`config.mk`:
```
export PLATFORM = sky130hd
export DESIGN_NAME = pulse_width_byte_receiver_unit
export DESIGN_NICKNAME = d
export VERILOG_FILES = /design/src/rtl/pwbr_pkg.sv /design/src/rtl/pwbr_front.sv /design/src/rtl/pwbr_queue.sv /design/src/rtl/pwbr_back.sv /design/src/rtl/pulse_width_byte_receiver_unit.sv
export SDC_FILE = /design/constraint.sdc
export NUM_CORES = 1
export LEC_CHECK = 0
export ABC_AREA = 1
export BUFFER_PORTS_ARGS = -buffer_cell sky130_fd_sc_hd__buf_2
export CORE_AREA = 4 4 153 155
export DETAILED_ROUTE_END_ITERATION = 7
export DIE_AREA = 0 0 157 159
export PLACE_DENSITY = 0.78
export SYNTH_ARGS = -nofsm -noshare
export SYNTH_HDL_FRONTEND = slang
export SYNTH_SLANG_ARGS = --single-unit
```
`constraint.sdc`:
```
create_clock -name clk -period 6.25 [get_ports clk]
set_input_delay 0.625 -clock clk [delete_from_list [all_inputs] [get_ports clk]]
set_output_delay 0.625 -clock clk [all_outputs]
set_load 0.02 [all_outputs]
```
`src/rtl/pwbr_pkg.sv`:
```
// shared types and constants of the pulse width byte receiver
package pwbr_pkg;

  localparam int TIME_W    = 32;
  localparam int CFG_IDX_W = 3;
  localparam int CFG_W     = 32;
  localparam int BYTE_W    = 8;
  localparam int COUNT_W   = 4;

  localparam logic [COUNT_W-1:0] BITS_PER_BYTE = 4'd8;
  localparam logic [COUNT_W-1:0] COUNT_SAT     = 4'd9;

  // configuration register indexes
  localparam logic [CFG_IDX_W-1:0] REG_SYNC_MIN = 3'd0;
  localparam logic [CFG_IDX_W-1:0] REG_SYNC_MAX = 3'd1;
  localparam logic [CFG_IDX_W-1:0] REG_ZERO_MAX = 3'd2;
  localparam logic [CFG_IDX_W-1:0] REG_ONE_MAX  = 3'd3;
  localparam logic [CFG_IDX_W-1:0] REG_INVERT   = 3'd4;

  // configuration reset values
  localparam logic [TIME_W-1:0] SYNC_MIN_RST = 32'd2400;
  localparam logic [TIME_W-1:0] SYNC_MAX_RST = 32'd7200;
  localparam logic [TIME_W-1:0] ZERO_MAX_RST = 32'd12000;
  localparam logic [TIME_W-1:0] ONE_MAX_RST  = 32'd19200;

  typedef enum logic [1:0] {
    SYM_NONE = 2'd0,
    SYM_SYNC = 2'd1,
    SYM_ZERO = 2'd2,
    SYM_ONE  = 2'd3
  } sym_t;

  // symbol request from the front part into the queue
  typedef struct packed {
    logic push;
    sym_t sym;
  } sym_push_t;

  // head of the queue as seen by the back part
  typedef struct packed {
    logic avail;
    sym_t sym;
  } sym_head_t;

endpackage

```
`src/rtl/pwbr_front.sv`:
```
// front part: config registers, edge pairing, pulse width and classification
module pwbr_front import pwbr_pkg::*; (
  input  logic                 clk,
  input  logic                 rst,
  input  logic                 cfg_valid,
  input  logic [CFG_IDX_W-1:0] cfg_index,
  input  logic [CFG_W-1:0]     cfg_data,
  input  logic                 in_valid,
  output logic                 in_ready,
  input  logic                 line_level,
  input  logic [TIME_W-1:0]    edge_time,
  input  logic                 q_full,
  output sym_push_t            push
);

  logic [TIME_W-1:0] sync_min;
  logic [TIME_W-1:0] sync_max;
  logic [TIME_W-1:0] zero_max;
  logic [TIME_W-1:0] one_max;
  logic              invert;

  logic              primed;
  logic              last_high;
  logic [TIME_W-1:0] rise_time;
  logic [TIME_W-1:0] width;
  logic              width_valid;

  logic level;
  logic accept;
  logic measure;
  logic drain;
  sym_t sym;

  always_ff @(posedge clk) begin
    if (rst) begin
      sync_min <= SYNC_MIN_RST;
      sync_max <= SYNC_MAX_RST;
      zero_max <= ZERO_MAX_RST;
      one_max  <= ONE_MAX_RST;
      invert   <= 1'b0;
    end else if (cfg_valid) begin
      unique case (cfg_index)
        REG_SYNC_MIN: sync_min <= cfg_data;
        REG_SYNC_MAX: sync_max <= cfg_data;
        REG_ZERO_MAX: zero_max <= cfg_data;
        REG_ONE_MAX:  one_max  <= cfg_data;
        REG_INVERT:   invert   <= cfg_data[0];
        default: ;
      endcase
    end
  end

  assign level   = line_level ^ invert;
  assign accept  = in_valid && in_ready;
  // falling edge after a recorded rise closes a high pulse
  assign measure = !level && primed && last_high;

  // thresholds tested in fixed priority order
  always_comb begin
    if (width < sync_min) begin
      sym = SYM_NONE;
    end else if (width <= sync_max) begin
      sym = SYM_SYNC;
    end else if (width <= zero_max) begin
      sym = SYM_ZERO;
    end else if (width <= one_max) begin
      sym = SYM_ONE;
    end else begin
      sym = SYM_NONE;
    end
  end

  assign drain     = width_valid && ((sym == SYM_NONE) || !q_full);
  assign in_ready  = !width_valid || drain;
  assign push.push = width_valid && (sym != SYM_NONE) && !q_full;
  assign push.sym  = sym;

  always_ff @(posedge clk) begin
    if (rst) begin
      primed      <= 1'b0;
      last_high   <= 1'b0;
      rise_time   <= '0;
      width_valid <= 1'b0;
    end else begin
      if (accept && measure) begin
        width_valid <= 1'b1;
      end else if (drain) begin
        width_valid <= 1'b0;
      end
      if (accept) begin
        if (level) begin
          if (!last_high) begin
            primed    <= 1'b1;
            rise_time <= edge_time;
            last_high <= 1'b1;
          end
        end else begin
          primed    <= 1'b1;
          last_high <= 1'b0;
        end
      end
    end
  end

  always_ff @(posedge clk) begin
    if (accept && measure) begin
      width <= edge_time - rise_time;
    end
  end

endmodule

```
`src/rtl/pwbr_queue.sv`:
```
// short symbol queue between front and back parts
module pwbr_queue import pwbr_pkg::*; #(
  parameter int DEPTH = 4
) (
  input  logic      clk,
  input  logic      rst,
  input  sym_push_t push,
  output logic      full,
  output sym_head_t head,
  input  logic      pop
);

  localparam int PTR_W = $clog2(DEPTH);
  localparam int CNT_W = $clog2(DEPTH + 1);

  sym_t             store [DEPTH];
  logic [PTR_W-1:0] wr_ptr;
  logic [PTR_W-1:0] rd_ptr;
  logic [CNT_W-1:0] count;
  logic             do_push;
  logic             do_pop;

  assign full       = (count == CNT_W'(DEPTH));
  assign head.avail = (count != '0);
  assign head.sym   = store[rd_ptr];
  assign do_push    = push.push && !full;
  assign do_pop     = pop && head.avail;

  always_ff @(posedge clk) begin
    if (do_push) begin
      store[wr_ptr] <= push.sym;
    end
  end

  always_ff @(posedge clk) begin
    if (rst) begin
      wr_ptr <= '0;
      rd_ptr <= '0;
      count  <= '0;
    end else begin
      if (do_push) begin
        wr_ptr <= (wr_ptr == PTR_W'(DEPTH - 1)) ? '0 : wr_ptr + 1'b1;
      end
      if (do_pop) begin
        rd_ptr <= (rd_ptr == PTR_W'(DEPTH - 1)) ? '0 : rd_ptr + 1'b1;
      end
      if (do_push && !do_pop) begin
        count <= count + 1'b1;
      end else if (do_pop && !do_push) begin
        count <= count - 1'b1;
      end
    end
  end

`ifndef SYNTH
  a_no_push_when_full: assert property (@(posedge clk) disable iff (rst)
    !(push.push && full))
    else $error("symbol pushed into full queue");

  a_pop_drops_count: assert property (@(posedge clk) disable iff (rst)
    (do_pop && !do_push) |=> (count == $past(count) - 1'b1))
    else $error("queue count did not drop on pop");
`endif

endmodule

```
`src/rtl/pwbr_back.sv`:
```
// back part: bit shifter, bit counter and output register
module pwbr_back import pwbr_pkg::*; (
  input  logic              clk,
  input  logic              rst,
  input  sym_head_t         head,
  output logic              pop,
  output logic              out_valid,
  input  logic              out_ready,
  output logic [BYTE_W-1:0] data_byte,
  output logic              malformed
);

  logic [BYTE_W-1:0]  shift_byte;
  logic [COUNT_W-1:0] bit_count;
  logic               emit;

  assign pop  = head.avail && (!out_valid || out_ready);
  assign emit = pop && (head.sym == SYM_SYNC) && (bit_count != '0);

  always_ff @(posedge clk) begin
    if (rst) begin
      shift_byte <= '0;
      bit_count  <= '0;
      out_valid  <= 1'b0;
    end else begin
      if (emit) begin
        out_valid <= 1'b1;
      end else if (out_ready) begin
        out_valid <= 1'b0;
      end
      if (pop) begin
        unique case (head.sym)
          SYM_SYNC: begin
            shift_byte <= '0;
            bit_count  <= '0;
          end
          SYM_ZERO, SYM_ONE: begin
            if (bit_count < BITS_PER_BYTE) begin
              shift_byte <= {shift_byte[BYTE_W-2:0], head.sym == SYM_ONE};
            end
            if (bit_count < COUNT_SAT) begin
              bit_count <= bit_count + 1'b1;
            end
          end
          default: ;
        endcase
      end
    end
  end

  always_ff @(posedge clk) begin
    if (emit) begin
      data_byte <= shift_byte;
      malformed <= (bit_count != BITS_PER_BYTE);
    end
  end

`ifndef SYNTH
  a_count_saturates: assert property (@(posedge clk) disable iff (rst)
    bit_count <= COUNT_SAT)
    else $error("bit count past saturation");

  a_sync_emits_byte: assert property (@(posedge clk) disable iff (rst)
    emit |=> (out_valid && (data_byte == $past(shift_byte))))
    else $error("sync with bits did not present the byte");

  a_one_shifts_in: assert property (@(posedge clk) disable iff (rst)
    (pop && (head.sym == SYM_ONE) && (bit_count < BITS_PER_BYTE)) |=> shift_byte[0])
    else $error("one bit not shifted into byte");
`endif

endmodule

```
`src/rtl/pulse_width_byte_receiver_unit.sv`:
```
// top level of the pulse width byte receiver
// usage:
//   in channel (in_valid/in_ready) takes one line edge request per cycle
//   while in_ready is high: line_level and the free-running edge_time. high
//   pulse widths sort into noise, sync, zero, one or too long; zero/one bits
//   shift into a byte msb first and a sync after at least one bit delivers it.
//   out channel (out_valid/out_ready) carries data_byte and malformed, the
//   latter set when the bit count before the sync was not eight.
//   cfg channel (cfg_valid/cfg_ready, cfg_index, cfg_data) writes the four
//   thresholds and the line invert bit; cfg_ready is always high.
// timing:
//   one edge accepted every cycle while in_ready is high. a closing edge
//   passes the width register, is classified into the queue, then the
//   shifter loads the output register.
// reset:
//   thresholds return to 2400/7200/12000/19200, invert off, unprimed, queue
//   empty, byte and count cleared.
// stalls:
//   a held output stops the shifter; the symbol queue (QUEUE_DEPTH entries)
//   absorbs symbols until full, then in_ready drops on the next symbol
module pulse_width_byte_receiver_unit import pwbr_pkg::*; #(
  parameter int QUEUE_DEPTH = 4
) (
  input  logic                 clk,
  input  logic                 rst,
  input  logic                 cfg_valid,
  output logic                 cfg_ready,
  input  logic [CFG_IDX_W-1:0] cfg_index,
  input  logic [CFG_W-1:0]     cfg_data,
  input  logic                 in_valid,
  output logic                 in_ready,
  input  logic                 line_level,
  input  logic [TIME_W-1:0]    edge_time,
  output logic                 out_valid,
  input  logic                 out_ready,
  output logic [BYTE_W-1:0]    data_byte,
  output logic                 malformed
);

  sym_push_t push;
  sym_head_t head;
  logic      q_full;
  logic      pop;

  // config writes are always accepted
  assign cfg_ready = 1'b1;

  pwbr_front u_front (
    .clk        (clk),
    .rst        (rst),
    .cfg_valid  (cfg_valid),
    .cfg_index  (cfg_index),
    .cfg_data   (cfg_data),
    .in_valid   (in_valid),
    .in_ready   (in_ready),
    .line_level (line_level),
    .edge_time  (edge_time),
    .q_full     (q_full),
    .push       (push)
  );

  // decouples classification from byte assembly
  pwbr_queue #(
    .DEPTH (QUEUE_DEPTH)
  ) u_queue (
    .clk  (clk),
    .rst  (rst),
    .push (push),
    .full (q_full),
    .head (head),
    .pop  (pop)
  );

  pwbr_back u_back (
    .clk       (clk),
    .rst       (rst),
    .head      (head),
    .pop       (pop),
    .out_valid (out_valid),
    .out_ready (out_ready),
    .data_byte (data_byte),
    .malformed (malformed)
  );

endmodule
```
Word-level counts from Yosys, hierarchy flattened
Memory sizes are Yosys's and may differ from the RTL's. A register that Yosys moved wholly into a read port is not among the register bits.
Cells that the tools add are included.
{"block": "word_totals", "output_inout_bits": 12, "register_bits": 225, "ramBits": 8, "mem_count": 1, "word_cells": 112}
{"name": "u_queue.store", "depth": 4, "width": 2, "rd": 1, "rd_ports_with_merged_regs": 1, "write_ports": 1, "line": "pwbr_queue.sv:16", "text": "sym_t store [DEPTH];"}
{"block": "classes", "reduce_logical": 42, "muxes": 23, "bitwise_logic": 2, "add_sub_neg": 6, "n_lt_le_gt_ge": 6, "n_eq_ne": 14}
{"op": "<= comparator 32 bit", "n": 3}
{"op": "less-than comparator 32 bit", "n": 1}
{"op": "subtractor 32 bit", "n": 1}
{"op": "two-way mux 2 bit", "n": 8}
{"op": "one-hot mux 8 bit (2 select lines)", "n": 1}
{"op": "logical AND 1 bit", "n": 14}
{"op": "AND reduction 2 bit", "n": 6}
{"op": "nonzero test 2 bit", "n": 5}
{"op": "two-way mux 1 bit", "n": 9}
{"op": "AND reduction 3 bit", "n": 3}
{"op": "equality test 2 bit, second input constant", "n": 4}
{"op": "less-than comparator 4 bit, second input constant", "n": 2}
{"op": "two-way mux 8 bit", "n": 1}
{"op": "one-hot mux 4 bit (2 select lines)", "n": 1}
{"op": "equality test 3 x 2 -> 1 bit, second input constant", "n": 2}
{"op": "equality test 3 bit, second input constant", "n": 2}
{"op": "zero test 1 bit", "n": 6}
{"op": "two-way mux 3 bit", "n": 2}
{"op": "adder 2 x 1 -> 2 bit, second input constant", "n": 2}
{"op": "adder 4 x 1 -> 4 bit, second input constant", "n": 1}
{"op": "two-way mux 4 bit", "n": 1}
{"op": "!= test 2 x 1 -> 1 bit, second input constant", "n": 2}
{"op": "!= test 4 bit, second input constant", "n": 1}
{"op": "nonzero test 4 bit", "n": 1}
{"op": "12 further kinds", "n": 14}

Logic depth before layout (Yosys ltp)
Gate-level depths: netlist of the first run.
{"block": "depth", "ltp_word": 13, "ltp_mapped": 27}

Modules after synthesis
From an unflattened synthesis of the first run, not the netlist that was laid out.
{"block": "unflattened", "cells_unflattened": 1777, "area_unflattened_um2": 13843.3}
{"module": "pwbr_front", "cells_each": 1572, "area_per_inst_um2": 11984.0, "n_inst": 1}
{"module": "pwbr_back", "cells_each": 113, "area_per_inst_um2": 1034.7, "n_inst": 1}
{"module": "pwbr_queue", "cells_each": 90, "area_per_inst_um2": 813.3, "n_inst": 1}
{"module": "pulse_width_byte_receiver_unit", "cells_each": 2, "area_per_inst_um2": 11.3, "n_inst": 1}

Least setup slack after synthesis of the first run
No wires, ideal clock.
{"block": "synth_timing", "path_type": "register to register", "startpoint": "register u_front.width[31]", "endpoint": "register u_front.width[0] (enable)", "synth_period_minus_slack_ps": 5392, "setup_time_ps": 501, "required_time_ps": 5749, "path_buffers": 0, "setup_slack_ps": 858, "stages_incl_launch_ff": 14, "t_arrival_ps": 4891, "path_cell_list": "edfxtp_1 > ha_1 > nand2_1 > nor2_1 > and2_1 > and3b_1 > and2_1 > a21oi_2 > nand2_1 > nand3_2 > nand2_2 > nand2_4 > nand2_1 > nor4_1"}
{"block": "synth_between", "elab_chain_len": 11}
{"item": "start, declared", "line": "pwbr_front.sv:25", "text": "logic [TIME_W-1:0] width;"}
{"item": "start signal, assigned", "line": "pwbr_front.sv:107", "text": "width <= edge_time - rise_time;"}
{"item": "<= comparator 32 bit", "line": "pwbr_front.sv:66", "text": "end else if (width <= one_max) begin"}
{"item": "two-way mux 2 bit", "line": "pwbr_front.sv:66"}
{"item": "two-way mux 2 bit", "line": "pwbr_front.sv:64", "text": "end else if (width <= zero_max) begin"}
{"item": "two-way mux 2 bit", "line": "pwbr_front.sv:62", "text": "end else if (width <= sync_max) begin"}
{"item": "two-way mux 2 bit *", "line": "pwbr_front.sv:60", "text": "if (width < sync_min) begin"}
{"item": "zero test 2 bit *", "line": "pwbr_front.sv:73", "text": "assign drain = width_valid && ((sym == SYM_NONE) || !q_full);"}
{"item": "logical OR 1 bit *", "line": "pwbr_front.sv:73"}
{"item": "logical AND 1 bit *", "line": "pwbr_front.sv:73"}
{"item": "logical OR 1 bit *", "line": "pwbr_front.sv:74", "text": "assign in_ready = !width_valid || drain;"}
{"item": "named net in_ready", "line": "pulse_width_byte_receiver_unit.sv:31", "text": "output logic in_ready,"}
{"item": "logical AND 1 bit *", "line": "pwbr_front.sv:54", "text": "assign accept = in_valid && in_ready;"}
{"item": "logical AND 1 bit *", "line": "pwbr_front.sv:106", "text": "if (accept && measure) begin"}
The timed path passes the listed nets; every way through them passes the cells marked *.
A chain may end at the register's enable or synchronous reset.

Worst setup path after layout of the first run
{"block": "layout_timing", "startpoint": "register u_front.width[29]", "endpoint": "register u_queue.count[2]"}
{"block": "layout_between", "elab_chain_len": 12}
{"item": "<= comparator 32 bit", "line": "pwbr_front.sv:66"}
{"item": "two-way mux 2 bit", "line": "pwbr_front.sv:66"}
{"item": "two-way mux 2 bit", "line": "pwbr_front.sv:64"}
{"item": "two-way mux 2 bit", "line": "pwbr_front.sv:62"}
{"item": "two-way mux 2 bit *", "line": "pwbr_front.sv:60"}
{"item": "nonzero test 2 bit *", "line": "pwbr_front.sv:75", "text": "assign push.push = width_valid && (sym != SYM_NONE) && !q_full;"}
{"item": "logical AND 1 bit * (2 in a row)", "line": "pwbr_front.sv:75"}
{"item": "logical AND 1 bit *", "line": "pwbr_queue.sv:26", "text": "assign do_push = push.push && !full;"}
{"item": "named net u_queue.do_push", "line": "pwbr_queue.sv:20", "text": "logic do_push;"}
{"item": "zero test 1 bit", "line": "pwbr_queue.sv:49", "text": "end else if (do_pop && !do_push) begin"}
{"item": "logical AND 1 bit", "line": "pwbr_queue.sv:49"}
{"item": "nonzero test 2 bit (no source line)"}
{"item": "end signal, assigned", "line": "pwbr_queue.sv:48", "text": "count <= count + 1'b1;"}
{"item": "end signal, assigned", "line": "pwbr_queue.sv:50", "text": "count <= count - 1'b1;"}
{"item": "end, declared", "line": "pwbr_queue.sv:19", "text": "logic [CNT_W-1:0] count;"}
Marks and branches as above.

==> results of run 1 <==
state kept, by name, indices dropped and copies added (netlist names), named ones only:
name	count
u_front.invert	1
u_front.last_high	1
u_queue.rd_ptr	2
u_front.primed	1
u_queue.count	3
u_front.rise_time	32
u_front.width	32
u_back.malformed	1
u_queue.wr_ptr	2
u_front.zero_max	32
u_front.one_max	32
u_back.shift_byte	8
u_front.width_valid	1
u_front.sync_min	32
u_back.bit_count	4
u_back.data_byte	8
u_queue.store	8
u_front.sync_max	32
u_back.out_valid	1
cell families after synthesis:
family,Yosys count,share of synthesized area
flip-flops,235,0.399
AO/OA/AOI/OAI,448,0.184
adder cells (fa/ha/maj),168,0.162
XOR/XNOR,30,0.0202
other,1,0.000288
AND/OR/NAND/NOR,469,0.147
buffers and inverters,294,0.0872
cell usage after synthesis, types with 3 or more instances:
cell type,count,share of area
a211oi_1,4,0.0023
a21boi_0,3,0.0017
a21o_1,3,0.0017
a21oi_1,224,0.086
a21oi_2,3,0.0020
a31oi_1,4,0.0019
and2_1,3,0.0014
buf_6,3,0.0026
clkbuf_1,41,0.012
clkinv_1,4,0.0012
dfxtp_1,186,0.29
edfxtp_1,49,0.11
ha_1,166,0.16
inv_1,242,0.070
nand2_1,255,0.073
nand2_2,3,0.0014
nand3_1,17,0.0065
nand3b_1,3,0.0017
nand4_1,14,0.0067
nor2_1,152,0.044
nor3_1,11,0.0042
nor4_1,4,0.0019
o211ai_1,19,0.011
o21a_1,11,0.0063
o21ai_0,159,0.061
o21ai_1,6,0.0023
xnor2_1,9,0.0060
xor2_1,21,0.014
cells in the final DEF (no fill, tap or decap), types with 4 or more instances in the layout:
cell | netlist | layout
clkbuf_16 | 0 | 27
buf_4 | 2 | 8
nand4_1 | 14 | 14
ha_1 | 166 | 166
a211oi_1 | 4 | 4
edfxtp_1 | 49 | 49
xnor2_1 | 9 | 9
clkinv_2 | 0 | 6
o211ai_1 | 19 | 19
dfxtp_1 | 186 | 186
nand3_1 | 17 | 17
nand2_1 | 255 | 255
inv_1 | 242 | 241
buf_2 | 2 | 83
clkinv_1 | 4 | 4
o21ai_1 | 6 | 6
a21oi_1 | 224 | 224
xor2_1 | 21 | 21
o21ai_0 | 159 | 159
clkbuf_8 | 0 | 5
nor3_1 | 11 | 11
nor2_1 | 152 | 152
o21a_1 | 11 | 11
a31oi_1 | 4 | 4
power by group through the flow:
stage	Combinational [mW]	Sequential (mW)	Clock [mW]
2_1_floorplan	0.549	1.76	0
3_3_place_gp	0.742	1.75	0
3_5_place_dp	0.770	1.76	0
4_1_cts	0.776	1.73	1.62
5_1_grt	0.894	1.74	1.69
6_report	0.782	1.73	1.60
final cells by class:
cell class	count	area, um^2	area share
multi-input combinational	1116	6710	0.461
sequential	235	5190	0.357
inverter	246	926	0.0636
clock buffer	35	756	0.0519
timing repair buffer	91	475	0.0326
tap	280	350	0.0241
clock inverter	13	154	0.0106
critical path, stage by stage, from the launching register on:
cell      delay [ns]
edfxtp_1        0.48
ha_1            0.36
nand2_1         0.09
nor2_1          0.16
nand4_1         0.17
nor2_1          0.24
nand2_1         0.10
a21oi_2         0.21
nand3_2         0.12
nand2_2         0.12
nand2_1         0.06
nor2_1          0.19
ha_1            0.19
inv_1           0.07
fa_1            0.38
a21oi_1         0.17
o21ai_0         0.13
o21ai_0         0.17
a21oi_1         0.05
per-stage QoR:
step,instances,utilization
2_1_floorplan,1645,-
3_3_place_gp,1968,0.626
3_5_place_dp,1968,0.626
4_1_cts,2016,0.667
5_1_grt,2016,0.667
6_report,2016,0.667
metal layers:
layer | GRT usage | vias up | share of wire
li1 | - | 5611 | -
met1 | 0.346 | 5084 | 0.46
met2 | 0.397 | 336 | 0.46
met3 | 0.0313 | 60 | 0.062
met4 | 0.0718 | 0 | 0.025
met5 | 0 | - | 0
worst min-delay path by stage:
stage,end,start,slack [ns]
after floorplan,u_back.data_byte[7],u_back.shift_byte[7],0.40
after global placement,u_back.data_byte[7],u_back.shift_byte[7],0.41
after detailed placement,u_back.data_byte[7],u_back.shift_byte[7],0.42
after CTS,u_front.rise_time[19],edge_time[19],0.32
after global routing,u_front.rise_time[18],edge_time[18],0.35
final,u_front.rise_time[0],edge_time[0],0.34
==> impl_metrics.py, run 1 <==
metrics = {
    "sta": {
        "tightestPinTransition_ns": 1.11,
        "final.setup.tns_ns": 0,
        "timing.fmax_mhz": 279,
        "final.setup.worst_slack_ns": 2.67,
        "worst_hold_slack_ns": 0.336,
        "finalClockSkew_ns": 0.0131,
        "final.period_utilization": 0.574,
        "hold_viol": 0,
        "maxSlewHeadroom": 0.262,
        "timing.final.crit_period_ns": 3.58,
        "grt_setup_unrepaired": "false",
        "setup_violators_final": 0,
        "slew_violations": 0,
    },
    "floorplanning": {
        "die_width_um": 157,
        "design.die.area_mm2": 0.0250,
        "std_cell_rows": 54,
        "ioPinCount": 85,
        "initial_utilization": 0.597,
        "core_area_mm2": 0.0218,
        "floorplan_die_height_um": 159,
    },
    "grt": {
        "grt_first_pass_wirelength_um": 51000,
        "grt.overflow.total": 0,
        "antenna_found_initial": 0,
        "grt_pass1_vias": 10587,
        "grt_start_max_net_pins": 88,
        "gr-usage-all-layers": 0.246,
    },
    "power_and_ir_drop": {
        "power.density_mw_per_mm2": 282,
        "power_switching_mw": 1.20,
        "fin_total_pwr_mw": 4.11,
        "power.ir.vdd_worst_mv": 0.183,
        "combPwrFrac": 0.190,
        "power.share.clock": 0.390,
        "sw_frac_of_total": 0.291,
        "power_leakage_nw": 6.47,
        "cell_internal_power_dissipation_mw": 2.91,
        "power.share.sequential": 0.420,
    },
    "final_layout": {
        "postLayoutCellArea_mm2": 0.0146,
        "finalNetCount": 1957,
        "layout-drive-gt1-share": 0.0881,
        "nFillCells": 1835,
        "area_growth_pct": 11.7,
        "diodes": 0,
    },
    "cts": {
        "cts.clk_slew.worst_paths_ns": 0.06,
        "clk_path_buf_depth": 3,
        "tritoncts_num_sinks": 235,
        "cts_post_setup_buffers_inserted": 0,
        "skew_pair_late_insertion_delay_ns": 0.53,
        "cts_hold_buf": 0,
        "root_buffer_cell": "clkbuf_16",
        "gates_resized_cts_repair": 0,
        "numCtsBuffers": 26,
        "tritoncts": "done",
        "ctsHtreeMaxLevel": 1,
    },
    "synthesis": {
        "yosysWarningCount": 0,
        "ys_ff_latch": 235,
        "synth_ff_type": "dfxtp_1",
        "post_synth_inst_count": 1645,
        "synth_area_per_cell_um2": 7.92,
        "synthesis.nets": 1886,
        "number_of_synthesized_flops_with_an_enable_pin": 49,
        "synth_sequential_area_ratio": 0.399,
        "synthArstFlopShare": 0,
        "count_of_cell_types_in_the_netlist": 48,
        "synthesized_area_mm2": 0.0130,
    },
    "place": {
        "number_of_buffer_cells_added_on_primary_ports": 83,
        "detailedPlace.worstSlack_ns": 2.77,
        "post_dp_cell_area_mm2": 0.0137,
        "detailedPlacementHpwl_um": 22800,
        "gp_congestion": 0.907,
    },
    "critical_path": {
        "critical_path.max_fanout": 4,
        "crit_path_end": "u_queue.count[2]",
        "r2r_setup_slack_ns": 2.67,
        "critical_path_arrival_ns": 3.99,
        "path_class": "reg2reg",
        "start_point_of_the_critical_path": "u_front.width[29]",
        "critical_path_end_type": "flop",
        "rr_worst_depth": 18,
        "worstSetupStartpointType": "flop",
        "critical_path.reg2reg.endpoint": "u_queue.count[2]",
        "worstReg2RegStart": "u_front.width[29]",
        "worst_ep_required_time_ns": 6.66,
    },
    "flow_run": {
        "timing.max_cap.violations": 0,
    },
    "outcome": {
        "status": "finished, final reports clean",
    },
    "route": {
        "drt-vias-per-instance": 5.50,
        "firstDrtPassIters": 5,
        "number_of_vias_in_the_routed_layout": 11091,
        "wl_per_cell_um": 15.4,
        "drc": 0,
        "detail-route-antenna-nets": 0,
        "routed_wl_um": 31000,
        "initial_drc_count": 817,
    },
    "hold_path": {
        "hp-class": "in2reg",
        "holdPathStages": 3,
    },
}
No activity file was read; power rests on OpenSTA's default activity.
==> run 2: changes to the inputs <==
--- a/config.mk
+++ b/config.mk
@@ -5,12 +5,12 @@
 export SDC_FILE = /design/constraint.sdc
 export NUM_CORES = 1
 export LEC_CHECK = 0
-export ABC_AREA = 1
+export ABC_AREA = 0
 export BUFFER_PORTS_ARGS = -buffer_cell sky130_fd_sc_hd__buf_2
-export CORE_AREA = 4 4 153 155
+export CORE_AREA = 4 4 161 163
 export DETAILED_ROUTE_END_ITERATION = 7
-export DIE_AREA = 0 0 157 159
-export PLACE_DENSITY = 0.78
+export DIE_AREA = 0 0 165 167
+export PLACE_DENSITY = 0.76
 export SYNTH_ARGS = -nofsm -noshare
 export SYNTH_HDL_FRONTEND = slang
 export SYNTH_SLANG_ARGS = --single-unit
==> constraint.sdc (replaced) <==
create_clock -name clk -period 3.25 [get_ports clk]
set_input_delay 0.325 -clock clk [delete_from_list [all_inputs] [get_ports clk]]
set_output_delay 0.325 -clock clk [all_outputs]
set_load 0.02 [all_outputs]
==> run 2 against run 1 <==
Compared with the run above:
- the run now ends with setup timing left
- synthesized area up 3.8%
- die area up 10%
- critical endpoint is now in_ready
- critical path depth down 8
- flip-flop and latch count unchanged
- sequential share of layout area down 3.4 points
- core utilization down 0.47 points
- critical path type is now reg2out
- clock power up 92%
==> impl_metrics.py, run 2 <==
metrics = {
    "synthesis": {
        "synth_compound_gate_area_share": 0.150,
        "synth_xor_xnor_area_share": 0.0207,
        "post_synth_fa_ha_maj_area_fraction": 0.157,
        "synth_area_per_cell_um2": 8.52,
        "number_of_synthesized_flops_with_an_enable_pin": 49,
        "yosysMostFrequentCell": "nand2_1",
        "ys_ff_latch": 235,
        "synthArstFlopShare": 0,
        "synth_top_family_by_area": "simple AND/OR/NAND/NOR gates",
        "post_synth_and_or_nand_nor_area_fraction": 0.185,
        "netlist.top_cell.by_area": "dfxtp_1",
        "count_of_cell_types_in_the_netlist": 69,
        "synth_ff_type": "dfxtp_1",
        "ys_top_cells_by_area": "dfxtp_1, ha_1, edfxtp_1, nand2_1, a21oi_1",
        "yosys-top-cells-count": "nand2_1, a21oi_1, dfxtp_1",
        "post_synth_inst_count": 1587,
        "synth.area.mux_share": 0.0300,
        "yosysWarningCount": 0,
        "synthesized_area_mm2": 0.0135,
        "synth_sequential_area_ratio": 0.384,
        "yosys.area.top_type_share": 0.275,
        "synthesis.nets": 1828,
    },
    "final_layout": {
        "ff_latch_area_mm2": 0.00519,
        "area_growth_pct": 19.2,
        "cell_count_final_fillers_out": 2082,
        "most_frequent_cells_in_the_layout": "nand2_1, a21oi_1, dfxtp_1",
        "postLayoutCellArea_mm2": 0.0161,
        "multi_input_comb_area_mm2": 0.00762,
        "utilization": 0.663,
        "layout-drive-gt1-share": 0.159,
        "layout.cells.most_common": "nand2_1",
        "nFillCells": 1886,
        "finalNetCount": 1978,
    },
    "power_and_ir_drop": {
        "power.density_mw_per_mm2": 472,
        "power.ir.vdd_worst_mv": 0.425,
        "power_leakage_nw": 6.39,
    },
    "critical_path": {
        "critPathSlowestCell": "edfxtp_1",
        "critical_path_arrival_ns": 3.16,
        "critical_path.top_delay_family": "compound AO/OA/AOI/OAI gates",
        "worst_ep_required_time_ns": 2.92,
        "crit_path_cell_trace": "ha_1 > nand4_1 > a2111oi_2 > nor4_1 > o22a_1 > or2_1 > buf_6 > o2111ai_4 > buf_6 > buf_6",
        "crit_top_cell": "buf_6",
        "critical_path_end_type": "output port",
        "largest_stage_delay_on_the_critical_path_ns": 0.48,
        "worstSetupStartpointType": "flop",
        "critical_path.max_fanout": 4,
        "path_class": "reg2out",
        "worst-path-buf-inv": 3,
    },
    "cts": {
        "cts.clk_slew.worst_paths_ns": 0.06,
        "numCtsBuffers": 27,
        "clk_path_buf_depth": 3,
        "skew_pair_late_insertion_delay_ns": 0.53,
        "ctsHtreeMaxLevel": 1,
        "tritoncts_num_sinks": 235,
        "tritoncts": "done",
        "root_buffer_cell": "clkbuf_16",
    },
    "floorplanning": {
        "initial_utilization": 0.556,
        "core_area_mm2": 0.0243,
        "ioPinCount": 85,
        "design.die.area_mm2": 0.0276,
        "floorplan_die_height_um": 167,
        "die_width_um": 165,
        "std_cell_rows": 57,
    },
    "route": {
        "initial_drc_count": 807,
        "drt-vias-per-instance": 5.54,
        "routed_wl_um": 35100,
        "detail-route-antenna-nets": 0,
        "wl_per_cell_um": 16.9,
        "drc": 0,
        "number_of_vias_in_the_routed_layout": 11527,
        "firstDrtPassIters": 5,
    },
    "place": {
        "gp_congestion": 0.935,
        "detailedPlacementHpwl_um": 24400,
        "detailedPlace.worstSlack_ns": -0.220,
        "post_dp_cell_area_mm2": 0.0147,
        "placed_cells": 2006,
        "number_of_buffer_cells_added_on_primary_ports": 83,
    },
    "hold_path": {
        "hp-class": "in2reg",
    },
    "sta": {
        "slew_violations": 0,
        "hold_viol": 0,
        "grt_setup_unrepaired": "true",
        "tightestPinTransition_ns": 0.871,
        "final.setup.tns_ns": -6.97,
        "timing.fmax_mhz": 287,
        "finalClockSkew_ns": 0.0121,
        "maxSlewHeadroom": 0.420,
        "setup_violators_final": 67,
        "final.period_utilization": 1.07,
        "timing.final.crit_period_ns": 3.48,
        "final.setup.worst_slack_ns": -0.232,
    },
    "flow_run": {
        "timing.max_cap.violations": 0,
    },
    "grt": {
        "antenna_found_initial": 2,
        "grt_start_max_net_pins": 105,
        "grt.overflow.total": 0,
        "grt_pass1_vias": 11625,
        "gr-usage-all-layers": 0.250,
        "grt_first_pass_wirelength_um": 56700,
    },
    "outcome": {
        "status": "finished, violations left",
        "violations": "setup timing",
    },
}
run 2: cell count changes in the layout (fill, tap and decap cells not counted), sizes merged, moves of 12 or more:
cell    delta
o21ai    -118
nor2      -96
buf       +94
inv       -62
nand2b    +41
mux2i     +36
a21oi     -35
or2b      +27
a21o      +23
nand2     +23
nor2b     +16
o211ai    -15
nand4     +14
a211o     +12
run 2: repair_timing:
action | in CTS | in global routing
pin swaps | 29 | 18
setup endpoints to repair | 67 | 67
cloned | 1 | 1
resized for setup | 30 | 18
hold buffers | 0 | 0
setup buffers | 17 | 7
run 2: power breakdown:
part / internal [mW] / total, mW / switching [mW]
sequential: 3.13 / 3.21 / 0.0878
clock: 1.87 / 3.07 / 1.20
combinational: 0.546 / 1.32 / 0.778
run 2: cell families (layout without fill, tap and decap cells):
| family | Yosys count | count (layout) |
|---|---|---|
| DFF | 235 | 235 |
| and+or+nand+nor | 531 | 531 |
| buffers and inverters | 244 | 414 |
| muxes | 38 | 38 |
| xor gates and xnor gates | 32 | 32 |
| adders and majority gates | 168 | 168 |
| other | 1 | 2 |
| AOI/OAI and AO/OA | 338 | 338 |
run 2: final timing paths:
check | start | end | slack, ns | cells past startpoint
worst min-delay path | cfg_data[10] | u_front.zero_max[10] | 0.05 | 2
worst max register to register | u_front.width[21] | u_queue.count[2] | -0.23 | 16
worst min register to register | u_back.shift_byte[7] | u_back.data_byte[7] | 0.44 | 0
worst max-delay path | u_front.width[22] | in_ready | -0.23 | 10
run 2: metal layers:
metal | GRT usage | share of wire | vias up
met3 | 0.0356 | 0.060 | 64
met1 | 0.334 | 0.44 | 5420
met5 | 0 | 0 | -
met4 | 0.0586 | 0.024 | 0
met2 | 0.427 | 0.48 | 350
li1 | - | - | 5693
run 2: final cells by class:
cell class / count / share of cell area
inverter: 179 / 0.0417
multi-input combinational: 1108 / 0.473
timing repair buffer: 186 / 0.0816
clock buffer: 40 / 0.0501
tap: 324 / 0.0252
antenna: 1 / 0.000155
sequential: 235 / 0.322
clock inverter: 9 / 0.00598
run 2: worst reg2reg max path, cell delays in order (launching register included):
cell,delay [ns]
edfxtp_1,0.42
buf_4,0.17
ha_4,0.22
a21o_1,0.17
a21o_1,0.16
a221oi_2,0.29
nand2_1,0.09
o211a_1,0.24
o31ai_4,0.23
o211ai_1,0.20
inv_2,0.13
ha_4,0.14
inv_2,0.04
fa_2,0.33
xor2_1,0.15
or3_1,0.33
a21oi_2,0.12
run 2: stage by stage:
| stage | power, mW | hold slack [ns] |
|---|---|---|
| after floorplan | 4.12 | 0.402 |
| after global placement | 4.47 | 0.410 |
| after detailed placement | 4.52 | 0.418 |
| after CTS | 7.61 | 0.0344 |
| after global routing | 7.93 | 0.0464 |
| final | 7.61 | 0.0499 |
==> run 3: changes to the inputs <==
--- a/config.mk
+++ b/config.mk
@@ -10,6 +10,7 @@
 export CORE_AREA = 4 4 161 163
 export DETAILED_ROUTE_END_ITERATION = 7
 export DIE_AREA = 0 0 165 167
+export MAX_ROUTING_LAYER = met4
 export PLACE_DENSITY = 0.76
 export SYNTH_ARGS = -nofsm -noshare
 export SYNTH_HDL_FRONTEND = slang
==> run 3 against run 2 <==
Compared with the run above:
- the run still ends with setup timing left
- die area is the same
- count of clock-buffer cells in the layout shrank 4
- total power is 2.2% lower
- via count rose by 1.6%
- first-iteration DRC count increased by 10%
- sequential power about the same
- combinational power barely moved
- worst hold slack got worse by 0.0036 ns
- core utilization is essentially flat
- highest routed layer unchanged
- critical endpoint unchanged
- critical path depth increased by 1
- final area about the same
- fmax fell by 2.9%
==> impl_metrics.py, run 3 (synthesis gave the netlist of run 2 again) <==
metrics = {
    "route": {
        "routed_wl_um": 35900,
        "drt-vias-per-instance": 5.62,
        "wl_per_cell_um": 17.2,
        "firstDrtPassIters": 5,
        "detail-route-antenna-nets": 0,
        "number_of_vias_in_the_routed_layout": 11709,
        "drc": 0,
        "initial_drc_count": 888,
    },
    "grt": {
        "globalRouteMet2Util": 0.417,
        "gr-usage-all-layers": 0.262,
        "antenna_found_initial": 2,
        "grt_start_max_net_pins": 92,
        "gr-usage-met1": 0.343,
        "grt.overflow.total": 0,
        "grt_pass1_vias": 11519,
        "use_met3": 0.0391,
        "gr-max-usage-layer": "met2",
        "grt_first_pass_wirelength_um": 57100,
    },
    "critical_path": {
        "worst-path-buf-inv": 4,
        "crit_path_cell_trace": "ha_1 > nand4_1 > buf_4 > a211oi_2 > nor4_2 > o22a_1 > or2_1 > buf_6 > o2111ai_4 > buf_6 > buf_6",
        "largest_stage_delay_on_the_critical_path_ns": 0.47,
        "crit_top_cell": "buf_6",
        "worst_ep_required_time_ns": 2.92,
        "critical_path_end_type": "output port",
        "critical_path_arrival_ns": 3.26,
        "critical_path.max_fanout": 4,
        "worstSetupStartpointType": "flop",
        "critPathSlowestCell": "edfxtp_1",
        "critical_path.top_delay_family": "compound AO/OA/AOI/OAI gates",
        "path_class": "reg2out",
    },
    "outcome": {
        "violations": "setup timing",
        "status": "finished, violations left",
    },
    "cts": {
        "numCtsBuffers": 26,
        "root_buffer_cell": "clkbuf_16",
        "skew_pair_late_insertion_delay_ns": 0.54,
        "ctsHtreeMaxLevel": 1,
        "tritoncts": "done",
        "cts.clk_slew.worst_paths_ns": 0.06,
        "clk_path_buf_depth": 3,
        "tritoncts_num_sinks": 235,
    },
    "floorplanning": {
        "design.die.area_mm2": 0.0276,
        "die_width_um": 165,
        "std_cell_rows": 57,
        "core_area_mm2": 0.0243,
        "ioPinCount": 85,
        "initial_utilization": 0.556,
        "floorplan_die_height_um": 167,
    },
    "sta": {
        "grt_setup_unrepaired": "true",
        "timing.fmax_mhz": 279,
        "timing.final.crit_period_ns": 3.59,
        "final.period_utilization": 1.10,
        "hold_viol": 0,
        "slew_violations": 0,
        "final.setup.worst_slack_ns": -0.336,
        "setup_violators_final": 67,
        "maxSlewHeadroom": 0.354,
        "finalClockSkew_ns": 0.0164,
        "tightestPinTransition_ns": 0.969,
    },
    "final_layout": {
        "cell_count_final_fillers_out": 2083,
        "layout.cells.most_common": "nand2_1",
        "area_growth_pct": 19.1,
        "most_frequent_cells_in_the_layout": "nand2_1, a21oi_1, dfxtp_1",
        "layout-drive-gt1-share": 0.157,
        "nFillCells": 1950,
        "finalNetCount": 1979,
    },
    "power_and_ir_drop": {
        "power.density_mw_per_mm2": 462,
        "power_leakage_nw": 6.38,
        "power.ir.vdd_worst_mv": 0.435,
        "fin_total_pwr_mw": 7.44,
    },
    "place": {
        "gp_congestion": 0.905,
        "placed_cells": 2009,
        "detailedPlacementHpwl_um": 24800,
        "number_of_buffer_cells_added_on_primary_ports": 83,
    },
    "hold_path": {
        "hp-class": "in2reg",
    },
    "flow_run": {
        "timing.max_cap.violations": 0,
    },
}
[run 3: path summary, 6_finish.rpt]
path                                            from  slack, ns                   to  depth (start not counted)
worst max-delay path               u_front.width[27]      -0.34             in_ready                         11
worst min-delay path                     cfg_data[6]       0.05  u_front.sync_min[6]                          2
worst max register to register      u_front.width[9]      -0.30     u_queue.count[2]                         16
worst min register to register  u_back.shift_byte[7]       0.44  u_back.data_byte[7]                          0
[run 3: through the flow]
step	area (um^2)	utilization	hold slack, ns	setup WS [ns]	setup TNS, ns
2_1_floorplan	13600	-	0.402	-0.184	-0.184
3_3_place_gp	14700	0.605	0.412	-0.154	-3.73
3_5_place_dp	14700	0.605	0.435	-0.219	-7.80
4_1_cts	15900	0.654	0.0312	-0.230	-3.47
5_1_grt	16100	0.662	0.0514	-0.445	-17.43
6_report	16100	0.662	0.0462	-0.336	-10.27
[run 3: report_power, final]
part	total, mW	internal, mW	switching (mW)	leakage, nW
Clock	2.90	1.70	1.20	0.403
Sequential	3.21	3.13	0.0870	1.96
Combinational	1.33	0.548	0.784	4.02
[run 3: metal layers]
| layer | wire length [um] | vias up |
|---|---|---|
| met4 | 1070 | 0 |
| met5 | 0 | - |
| met3 | 2520 | 78 |
| li1 | - | 5699 |
| met1 | 15500 | 5533 |
| met2 | 16800 | 399 |
[run 3: area by class of cell]
cell class | instances | area [um^2] | area share
clock inverter | 11 | 105 | 0.00652
timing repair buffer | 188 | 1380 | 0.0858
antenna | 2 | 5.00 | 0.000311
multi-input combinational | 1108 | 7630 | 0.473
tap | 324 | 405 | 0.0252
sequential | 235 | 5190 | 0.322
inverter | 179 | 672 | 0.0417
clock buffer | 36 | 719 | 0.0447
[run 3: repair_timing]
item                                   in CTS  in global routing
hold buffers                                0                  0
setup buffers                              13                  9
pin swaps                                  26                 19
setup endpoints to repair                  67                 71
resized for setup                          35                 19
gates cloned                                2                  1
endpoints found under the hold margin       0                  0
